File: src/rtl/rtc_pkg.sv
// Shared types and constants for the calendar keeper.
`timescale 1ns / 1ps
package rtc_pkg;

  // Access codes
  localparam logic [1:0] OP_READ     = 2'd0;
  localparam logic [1:0] OP_SET_DATE = 2'd1;
  localparam logic [1:0] OP_SET_TIME = 2'd2;

  // Configuration register indexes
  localparam logic REG_YEAR_MIN = 1'b0;
  localparam logic REG_YEAR_MAX = 1'b1;

  // Divider remainder width: holds any remainder of the largest divisor
  localparam int unsigned REM_W = 17;

  localparam logic [REM_W-1:0] SEC_PER_DAY  = 17'd86400;
  localparam logic [REM_W-1:0] SEC_PER_HOUR = 17'd3600;
  localparam logic [REM_W-1:0] SEC_PER_MIN  = 17'd60;
  localparam logic [REM_W-1:0] YEAR_CYCLE   = 17'd400;

  localparam logic [4:0] HOURS_PER_DAY = 5'd24;
  localparam logic [5:0] MIN_PER_HOUR  = 6'd60;
  localparam logic [5:0] MAX_DAY       = 6'd31;
  localparam logic [3:0] MAX_MONTH     = 4'd12;

  typedef enum logic [2:0] {
    ST_IDLE,
    ST_DIV_DAY,
    ST_DIV_HR,
    ST_DIV_MIN,
    ST_MOD_YR,
    ST_ADV,
    ST_DONE
  } state_t;

endpackage

File: src/rtl/rtc_sdiv.sv
// Bit-serial restoring divider, one quotient bit per cycle.
`timescale 1ns / 1ps
module rtc_sdiv import rtc_pkg::*; #(
  parameter int unsigned W = 32
) (
  input  logic             clk,
  input  logic             rst,
  input  logic             start,
  input  logic [W-1:0]     dividend,
  input  logic [REM_W-1:0] divisor,
  output logic             done,
  output logic [W-1:0]     quot,
  output logic [REM_W-1:0] rem
);

  localparam int unsigned CNT_W = $clog2(W + 1);

  logic [W-1:0]     q;
  logic [REM_W-1:0] r;
  logic [CNT_W-1:0] cnt;
  logic             busy;
  logic [REM_W:0]   trial;
  logic             ge;

  // Shift in the next dividend bit and try the subtract
  always_comb begin
    trial = {r, q[W-1]};
    ge    = (trial >= {1'b0, divisor});
  end

  always_ff @(posedge clk) begin
    if (rst) begin
      busy <= 1'b0;
      done <= 1'b0;
      cnt  <= '0;
    end else begin
      done <= 1'b0;
      if (start) begin
        busy <= 1'b1;
        cnt  <= CNT_W'(W);
      end else if (busy) begin
        cnt <= cnt - 1'b1;
        if (cnt == CNT_W'(1)) begin
          busy <= 1'b0;
          done <= 1'b1;
        end
      end
    end
  end

  // Quotient bits replace dividend bits as they shift out
  always_ff @(posedge clk) begin
    if (start) begin
      q <= dividend;
      r <= '0;
    end else if (busy) begin
      q <= {q[W-2:0], ge};
      r <= ge ? REM_W'(trial - {1'b0, divisor}) : trial[REM_W-1:0];
    end
  end

  assign quot = q;
  assign rem  = r;

endmodule

File: src/rtl/rtc_cal.sv
// Stored date with one-day advance under Gregorian rules.
`timescale 1ns / 1ps
module rtc_cal import rtc_pkg::*; (
  input  logic        clk,
  input  logic        rst,
  input  logic        load,
  input  logic [5:0]  ld_day,
  input  logic [3:0]  ld_month,
  input  logic [15:0] ld_year,
  input  logic [8:0]  ld_ymod,
  input  logic        step,
  output logic [5:0]  day,
  output logic [3:0]  month,
  output logic [15:0] year
);

  logic [8:0] ymod;   // year modulo 400
  logic       leap;
  logic [5:0] len;

  // Leap: divisible by 4, not a century unless divisible by 400
  always_comb begin
    leap = (year[1:0] == 2'd0) && !(ymod == 9'd100 || ymod == 9'd200 || ymod == 9'd300);
    case (month)
      4'd4, 4'd6, 4'd9, 4'd11: len = 6'd30;
      4'd2:                    len = leap ? 6'd29 : 6'd28;
      default:                 len = 6'd31;
    endcase
  end

  always_ff @(posedge clk) begin
    if (rst) begin
      day   <= '0;
      month <= '0;
      year  <= '0;
      ymod  <= '0;
    end else if (load) begin
      day   <= ld_day;
      month <= ld_month;
      year  <= ld_year;
      ymod  <= ld_ymod;
    end else if (step && month != 4'd0 && month <= MAX_MONTH) begin
      // Advance one day, rolling month and year
      if (day < len) begin
        day <= day + 6'd1;
      end else if (month == MAX_MONTH) begin
        day   <= 6'd1;
        month <= 4'd1;
        year  <= year + 16'd1;
        if (year == 16'hFFFF || ymod == 9'(YEAR_CYCLE - 17'd1)) begin
          ymod <= '0;
        end else begin
          ymod <= ymod + 9'd1;
        end
      end else begin
        day   <= 6'd1;
        month <= month + 4'd1;
      end
    end
  end

endmodule

File: src/rtl/rtc_time_and_calendar_core.sv
// Top level: access sequencer, shared serial divider and calendar.
// Read: three divider passes (days, hours, minutes), then one day step per whole day.
// Set date: two divider passes (year modulo 400, days); set time and rejects skip the divider.
// One item at a time; the bit-serial divider and the day-step loop set the rate.
// A finished item waits in the output register while the next one is taken.
// Synchronous reset: date cleared to zero, year limits to 1993 and 2020.
`timescale 1ns / 1ps
module rtc_time_and_calendar_core import rtc_pkg::*; #(
  parameter int unsigned COUNTER_WIDTH = 32
) (
  input  logic        clk,
  input  logic        rst,
  input  logic        cfg_valid,
  output logic        cfg_ready,
  input  logic        cfg_index,
  input  logic [15:0] cfg_data,
  input  logic        in_valid,
  output logic        in_ready,
  input  logic [1:0]  opcode,
  input  logic [31:0] counter_value,
  input  logic [4:0]  set_hour,
  input  logic [5:0]  set_minute,
  input  logic [5:0]  set_second,
  input  logic [5:0]  set_day,
  input  logic [3:0]  set_month,
  input  logic [15:0] set_year,
  output logic        out_valid,
  input  logic        out_ready,
  output logic        status,
  output logic [4:0]  hour,
  output logic [5:0]  minute,
  output logic [5:0]  second,
  output logic [4:0]  day,
  output logic [3:0]  month,
  output logic [15:0] year,
  output logic [31:0] counter_write,
  output logic        counter_write_valid
);

  localparam int unsigned CW = COUNTER_WIDTH;
  localparam int unsigned DW = CW - 16;   // whole days in the counter

  state_t state, state_next;

  logic [15:0]    year_min, year_max;
  logic [1:0]     op;
  logic [CW-1:0]  sec;
  logic [DW-1:0]  days, days_left;
  logic [4:0]     r_hour;
  logic [5:0]     r_minute, r_second;
  logic           r_status;
  logic [CW-1:0]  r_cw;
  logic           r_cwv;
  logic [5:0]     sd;
  logic [3:0]     smo;
  logic [15:0]    sy;

  logic             div_start, div_done;
  logic [CW-1:0]    div_dividend, div_quot;
  logic [REM_W-1:0] div_divisor, div_rem;

  logic        cal_load, cal_step;
  logic [5:0]  cal_day;
  logic [3:0]  cal_month;
  logic [15:0] cal_year;

  logic        accept, out_free;
  logic        date_bad, time_bad;
  logic [REM_W-1:0] time_secs;

  assign accept    = in_valid && in_ready;
  assign out_free  = !out_valid || out_ready;
  assign cfg_ready = 1'b1;

  assign date_bad = (set_day > MAX_DAY) || (set_month > MAX_MONTH) ||
                    (set_year > year_max) || (set_year < year_min);
  assign time_bad = (set_hour >= HOURS_PER_DAY) || (set_minute >= MIN_PER_HOUR) ||
                    (set_second >= MIN_PER_HOUR);
  assign time_secs = REM_W'(set_hour) * SEC_PER_HOUR + REM_W'(set_minute) * SEC_PER_MIN +
                     REM_W'(set_second);

  rtc_sdiv #(.W(CW)) u_div (
    .clk      (clk),
    .rst      (rst),
    .start    (div_start),
    .dividend (div_dividend),
    .divisor  (div_divisor),
    .done     (div_done),
    .quot     (div_quot),
    .rem      (div_rem)
  );

  rtc_cal u_cal (
    .clk      (clk),
    .rst      (rst),
    .load     (cal_load),
    .ld_day   (sd),
    .ld_month (smo),
    .ld_year  (sy),
    .ld_ymod  (div_rem[8:0]),
    .step     (cal_step),
    .day      (cal_day),
    .month    (cal_month),
    .year     (cal_year)
  );

  // Hold the year limits
  always_ff @(posedge clk) begin
    if (rst) begin
      year_min <= 16'd1993;
      year_max <= 16'd2020;
    end else if (cfg_valid && cfg_ready) begin
      case (cfg_index)
        REG_YEAR_MIN: year_min <= cfg_data;
        REG_YEAR_MAX: year_max <= cfg_data;
        default:      year_max <= cfg_data;
      endcase
    end
  end

  always_ff @(posedge clk) begin
    if (rst) state <= ST_IDLE;
    else     state <= state_next;
  end

  // Sequence the divider passes and the day steps
  always_comb begin
    state_next   = state;
    in_ready     = (state == ST_IDLE);
    div_start    = 1'b0;
    div_dividend = sec;
    cal_load     = 1'b0;
    cal_step     = (state == ST_ADV);
    case (state)
      ST_IDLE: begin
        if (in_valid) begin
          case (opcode)
            OP_READ: begin
              div_start    = 1'b1;
              div_dividend = counter_value[CW-1:0];
              state_next   = ST_DIV_DAY;
            end
            OP_SET_DATE: begin
              if (!date_bad) begin
                div_start    = 1'b1;
                div_dividend = CW'(set_year);
                state_next   = ST_MOD_YR;
              end else begin
                state_next = ST_DONE;
              end
            end
            default: state_next = ST_DONE;
          endcase
        end
      end
      ST_MOD_YR: begin
        if (div_done) begin
          cal_load     = 1'b1;
          div_start    = 1'b1;
          div_dividend = sec;
          state_next   = ST_DIV_DAY;
        end
      end
      ST_DIV_DAY: begin
        if (div_done) begin
          if (op == OP_READ) begin
            div_start    = 1'b1;
            div_dividend = CW'(div_rem);
            state_next   = ST_DIV_HR;
          end else begin
            state_next = ST_DONE;
          end
        end
      end
      ST_DIV_HR: begin
        if (div_done) begin
          div_start    = 1'b1;
          div_dividend = CW'(div_rem);
          state_next   = ST_DIV_MIN;
        end
      end
      ST_DIV_MIN: begin
        if (div_done) state_next = (days != '0) ? ST_ADV : ST_DONE;
      end
      ST_ADV: begin
        if (days_left == DW'(1)) state_next = ST_DONE;
      end
      ST_DONE: begin
        if (out_free) state_next = ST_IDLE;
      end
      default: state_next = ST_IDLE;
    endcase
  end

  always_comb begin
    case (state)
      ST_MOD_YR:  div_divisor = YEAR_CYCLE;
      ST_DIV_HR:  div_divisor = SEC_PER_HOUR;
      ST_DIV_MIN: div_divisor = SEC_PER_MIN;
      default:    div_divisor = SEC_PER_DAY;
    endcase
  end

  // Capture operands and partial results
  always_ff @(posedge clk) begin
    if (accept) begin
      op       <= opcode;
      sec      <= counter_value[CW-1:0];
      sd       <= set_day;
      smo      <= set_month;
      sy       <= set_year;
      r_hour   <= '0;
      r_minute <= '0;
      r_second <= '0;
      days     <= '0;
      r_cw     <= '0;
      r_cwv    <= 1'b0;
      r_status <= 1'b0;
      case (opcode)
        OP_READ: ;
        OP_SET_DATE: r_status <= date_bad;
        OP_SET_TIME: begin
          r_status <= time_bad;
          if (!time_bad) begin
            r_cw  <= CW'(time_secs);
            r_cwv <= 1'b1;
          end
        end
        default: r_status <= 1'b1;
      endcase
    end else if (div_done) begin
      case (state)
        ST_DIV_DAY: begin
          days <= div_quot[DW-1:0];
          if (div_quot[DW-1:0] != '0) begin
            r_cw  <= CW'(div_rem);
            r_cwv <= 1'b1;
          end
        end
        ST_DIV_HR: r_hour <= div_quot[4:0];
        ST_DIV_MIN: begin
          r_minute  <= div_quot[5:0];
          r_second  <= div_rem[5:0];
          days_left <= days;
        end
        default: ;
      endcase
    end else if (state == ST_ADV) begin
      days_left <= days_left - DW'(1);
    end
  end

  // Present the finished item
  always_ff @(posedge clk) begin
    if (rst) begin
      out_valid <= 1'b0;
    end else if (state == ST_DONE && out_free) begin
      out_valid <= 1'b1;
    end else if (out_ready) begin
      out_valid <= 1'b0;
    end
  end

  always_ff @(posedge clk) begin
    if (state == ST_DONE && out_free) begin
      status              <= r_status;
      hour                <= r_hour;
      minute              <= r_minute;
      second              <= r_second;
      day                 <= cal_day[4:0];
      month               <= cal_month;
      year                <= cal_year;
      counter_write       <= 32'(r_cw);
      counter_write_valid <= r_cwv;
    end
  end

  // No write-back value without the write-back flag
  a_cw_zero: assert property (@(posedge clk) disable iff (rst)
    out_valid |-> (counter_write_valid || counter_write == 32'd0))
    else $error("counter_write nonzero without write back");

  // A rejected item never asks for a write back
  a_reject_no_wb: assert property (@(posedge clk) disable iff (rst)
    (out_valid && status) |-> !counter_write_valid)
    else $error("rejected item requests write back");

  // Time fields are only filled by a read
  a_reject_no_time: assert property (@(posedge clk) disable iff (rst)
    (out_valid && status) |-> (hour == 5'd0 && minute == 6'd0 && second == 6'd0))
    else $error("rejected item carries a time");

  // Input is only taken with no item in flight
  a_one_item: assert property (@(posedge clk) disable iff (rst)
    (in_valid && in_ready) |=> !in_ready)
    else $error("second item taken while busy");

endmodule

File: config.mk
export PLATFORM = sky130hd
export DESIGN_NAME = rtc_time_and_calendar_core
export DESIGN_NICKNAME = d
export VERILOG_FILES = /design/src/rtl/rtc_pkg.sv /design/src/rtl/rtc_sdiv.sv /design/src/rtl/rtc_cal.sv /design/src/rtl/rtc_time_and_calendar_core.sv
export SDC_FILE = /design/constraint.sdc
export NUM_CORES = 1
export LEC_CHECK = 0
export BUFFER_PORTS_ARGS = -buffer_cell sky130_fd_sc_hd__buf_2
export CAP_MARGIN = 20
export CORE_MARGIN = 4
export CORE_UTILIZATION = 30
export CTS_BUF_LIST = sky130_fd_sc_hd__clkbuf_4
export DETAILED_ROUTE_END_ITERATION = 8
export HOLD_SLACK_MARGIN = 0.06
export PLACE_DENSITY = 0.45
export SYNTH_ARGS = -nofsm -noshare
export SYNTH_HDL_FRONTEND = slang
export SYNTH_HIERARCHICAL = 1
export SYNTH_SLANG_ARGS = --single-unit
File: constraint.sdc
create_clock -name clk -period 11.78 [get_ports clk]
set_input_delay 2.356 -clock clk [delete_from_list [all_inputs] [get_ports clk]]
set_output_delay 2.356 -clock clk [all_outputs]
set_load 0.01 [all_outputs]
==> out/metrics.cfg <==
[run_status]
outcome=completed

[detailed_routing]
drtIter0Drc=891
first_pass_iters=7
num_vias=13800
post_drt_wl_per_cell_um=18.4
antenna_left=0
vias_per_cell=5.00
wirelength_mm=50.7
drcViolationCount=0

[sta]
setup_violations=0
hold_violations=0
timing.setup.tns_ns=0
relSlewSlack_pct=28.0
hold_slack_ns=0.381
rsz0062_at_grt=false
min_period_over_period_pct=49.9
finClkSkew_ns=0.0643
slew_viol_final=0
period_minus_slack_ns=5.88
worst_pin_slew_ns=1.05
max_freq_mhz=170

[synth]
synth_xor_area_share_pct=2.28
synth_area_leaders=edfxtp_1, dfxtp_1, ha_1
ys_seq_area_share_pct=47.6
synth_edf_count=188
ys_ff_latch=317
synth_fa_ha_area_share_pct=10.1
synth_mux_area_share_pct=3.45
ys_async_sr_fraction_pct=0
synth_top_family_by_area=compound AO/OA/AOI/OAI gates
synth_area_mm2=0.0173
yosysWarnings=6
synth_compound_area_share_pct=16.9
ys_types=86
yosys.area.top_type=edfxtp_1
synth.avg_cell_area_um2=10.1
netlist_instances=1714
synthFlopType=edfxtp_1
yosys.area_share.simple_pct=14.4
synth_top_area_share_pct=32.7

[die]
die_w_um=248
core_area_mm2=0.0567
rows=87
fp.dieH_um=248
pin_count=178
die-area_mm2=0.0615
start_util_pct=30.5

[power]
irDropWorstVdd_mv=0.0843
p_leak_nw=7.82
powerDensity_mw_per_mm2=193

[cts]
cts_setup_buffers=0
insertion_delay_ns=0.83
post_cts_resized=0
root_buffer=clkbuf_4
clockBufferDepth=3
htreeDepth=3
numCtsBuffers=93
cts_tree=yes
cts_sinks=317
path_clk_slew_ns=0.07
hold_buffers=0

[global_route]
grt_overflow=0
track_usage_pct=16.3
grtUsageMet1_pct=22.4
grt_use_met3_pct=3.22
antenna_found_initial=5
grt_max_degree=76
grt_pass1_vias=13500
grt_pass1_wl_mm=77.6
met2_usage_pct=25.9
busiest_layer=met2

[worst_setup_path]
crit_fanout=4
criticalPathCategory=in -> reg
crit_arrival_ns=6.41
cp-start-kind=input port
end_kind=register
rrSetupSlack_ns=7.43
required_ns=12.31
worstRegToRegCells=11

[finish]
multi_input_area_mm2=0.00826
seq_area_mm2=0.00823
drive_above_1_share_pct=20.0
fillers=5861
post-route-util_pct=35.4
nNetsFinal=2144
areaGrowthSynthToFinish_pct=16.1

[worst_hold_path]
hold_depth=0
worstHoldPathType=reg -> reg

[job]
drv_cap=0

[place]
gp_congestion=0.838
io_buffer_count=161
dp_hpwl_mm=36.3

[layer usage]
metal	routed length, um	share of wire, %
met1	23800	47
met5	0	0
met3	2530	5.0
met4	1150	2.3
met2	23200	46
[cells by family after synthesis]
| family | Yosys count |
|---|---|
| adder cells (fa/ha/maj) | 130 |
| flip-flops | 317 |
| AND/OR/NAND/NOR | 527 |
| multiplexers | 55 |
| XOR/XNOR | 45 |
| other | 2 |
| buffers and inverters | 212 |
| AO/OA/AOI/OAI | 426 |
[final cells by class]
type | count | area share (%)
Inverter | 121 | 2.28
Multi-Input combinational cell | 1204 | 41.2
Clock buffer | 140 | 5.24
Tap cell | 756 | 4.71
Antenna cell | 6 | 0.0748
Sequential cell | 317 | 41.0
Clock inverter | 31 | 0.736
Timing Repair Buffer | 178 | 4.79
[cell usage in the layout, fill, tap and decap left out, types with 17 or more instances in the layout]
master    instances
dfxtp_1         129
a211oi_1         17
o21ai_0          69
nor3_1           21
edfxtp_1        188
conb_1           21
clkinv_1         20
nor2b_1          21
buf_2           161
inv_1           120
a22o_1           28
xor2_1           21
ha_1            114
nand3_1          22
o31ai_1          26
nor2_1           97
xnor2_1          24
clkbuf_4        140
nand2_1         241
mux2i_1          18
nor4_1           18
o211ai_1         17
mux2_2           37
a21oi_1         136
[through the flow]
step                instance area, um^2  cells  setup WS [ns]  total power [mW]
floorplan                         17400   1733           5.65              2.44
global placement                  18800   2573           5.17              2.83
detailed placement                18800   2573           5.11              2.83
CTS                               20000   2744           5.99              3.91
global route                      20100   2750           5.60              4.14
finish                            20100   2753           5.90              3.86
[flip-flops by register name, indices dropped and copies added, names as in the netlist, 5 cells and up]
| name | count |
|---|---|
| sec | 32 |
| u_div/quot | 32 |
| counter_write | 17 |
| r_cw | 17 |
| u_div/rem | 17 |
| days | 16 |
| days_left | 16 |
| sy | 16 |
| u_cal/year | 16 |
| year | 16 |
| year_max | 16 |
| year_min | 16 |
| u_cal/ymod | 9 |
| minute | 6 |
| r_minute | 6 |
| r_second | 6 |
| sd | 6 |
| second | 6 |
| u_cal/day | 6 |
| u_div/cnt | 6 |
| day | 5 |
| hour | 5 |
| r_hour | 5 |
[final timing paths]
kind | startpoint | endpoint
max | set_minute[0] | r_cw[16]
max reg2reg | year_min[13] | u_div/quot[27]
min reg2reg | r_second[1] | second[1]
min | r_second[1] | second[1]
[Yosys cell counts (19+ instances only)]
cell type and n:
nand2_1 241, edfxtp_1 188, a21oi_1 136, dfxtp_1 129, inv_1 121, ha_1 114, nor2_1 98, o21ai_0 71
clkbuf_1 50, mux2_2 37, a22o_1 28, o31ai_1 26, xnor2_1 24, nand3_1 22, nor2b_1 22, nor3_1 21
xor2_1 21, buf_4 19
[critical path, cell delays in order]
cell and delay (ns):
buf_2 0.13, fa_1 0.52, fa_1 0.52, inv_1 0.06, fa_1 0.46, fa_1 0.49
inv_1 0.04, ha_1 0.23, a211o_1 0.27, o211ai_1 0.13, a21oi_1 0.16, o41ai_1 0.55
o21ai_0 0.22, xnor2_1 0.18, o21ai_0 0.10
[power breakdown]
part | switching (mW) | internal (mW) | total [mW]
logic | 0.775 | 0.501 | 1.28
clock network | 0.500 | 0.546 | 1.05
registers | 0.163 | 1.38 | 1.54
No activity file was read; power rests on OpenSTA's default activity.
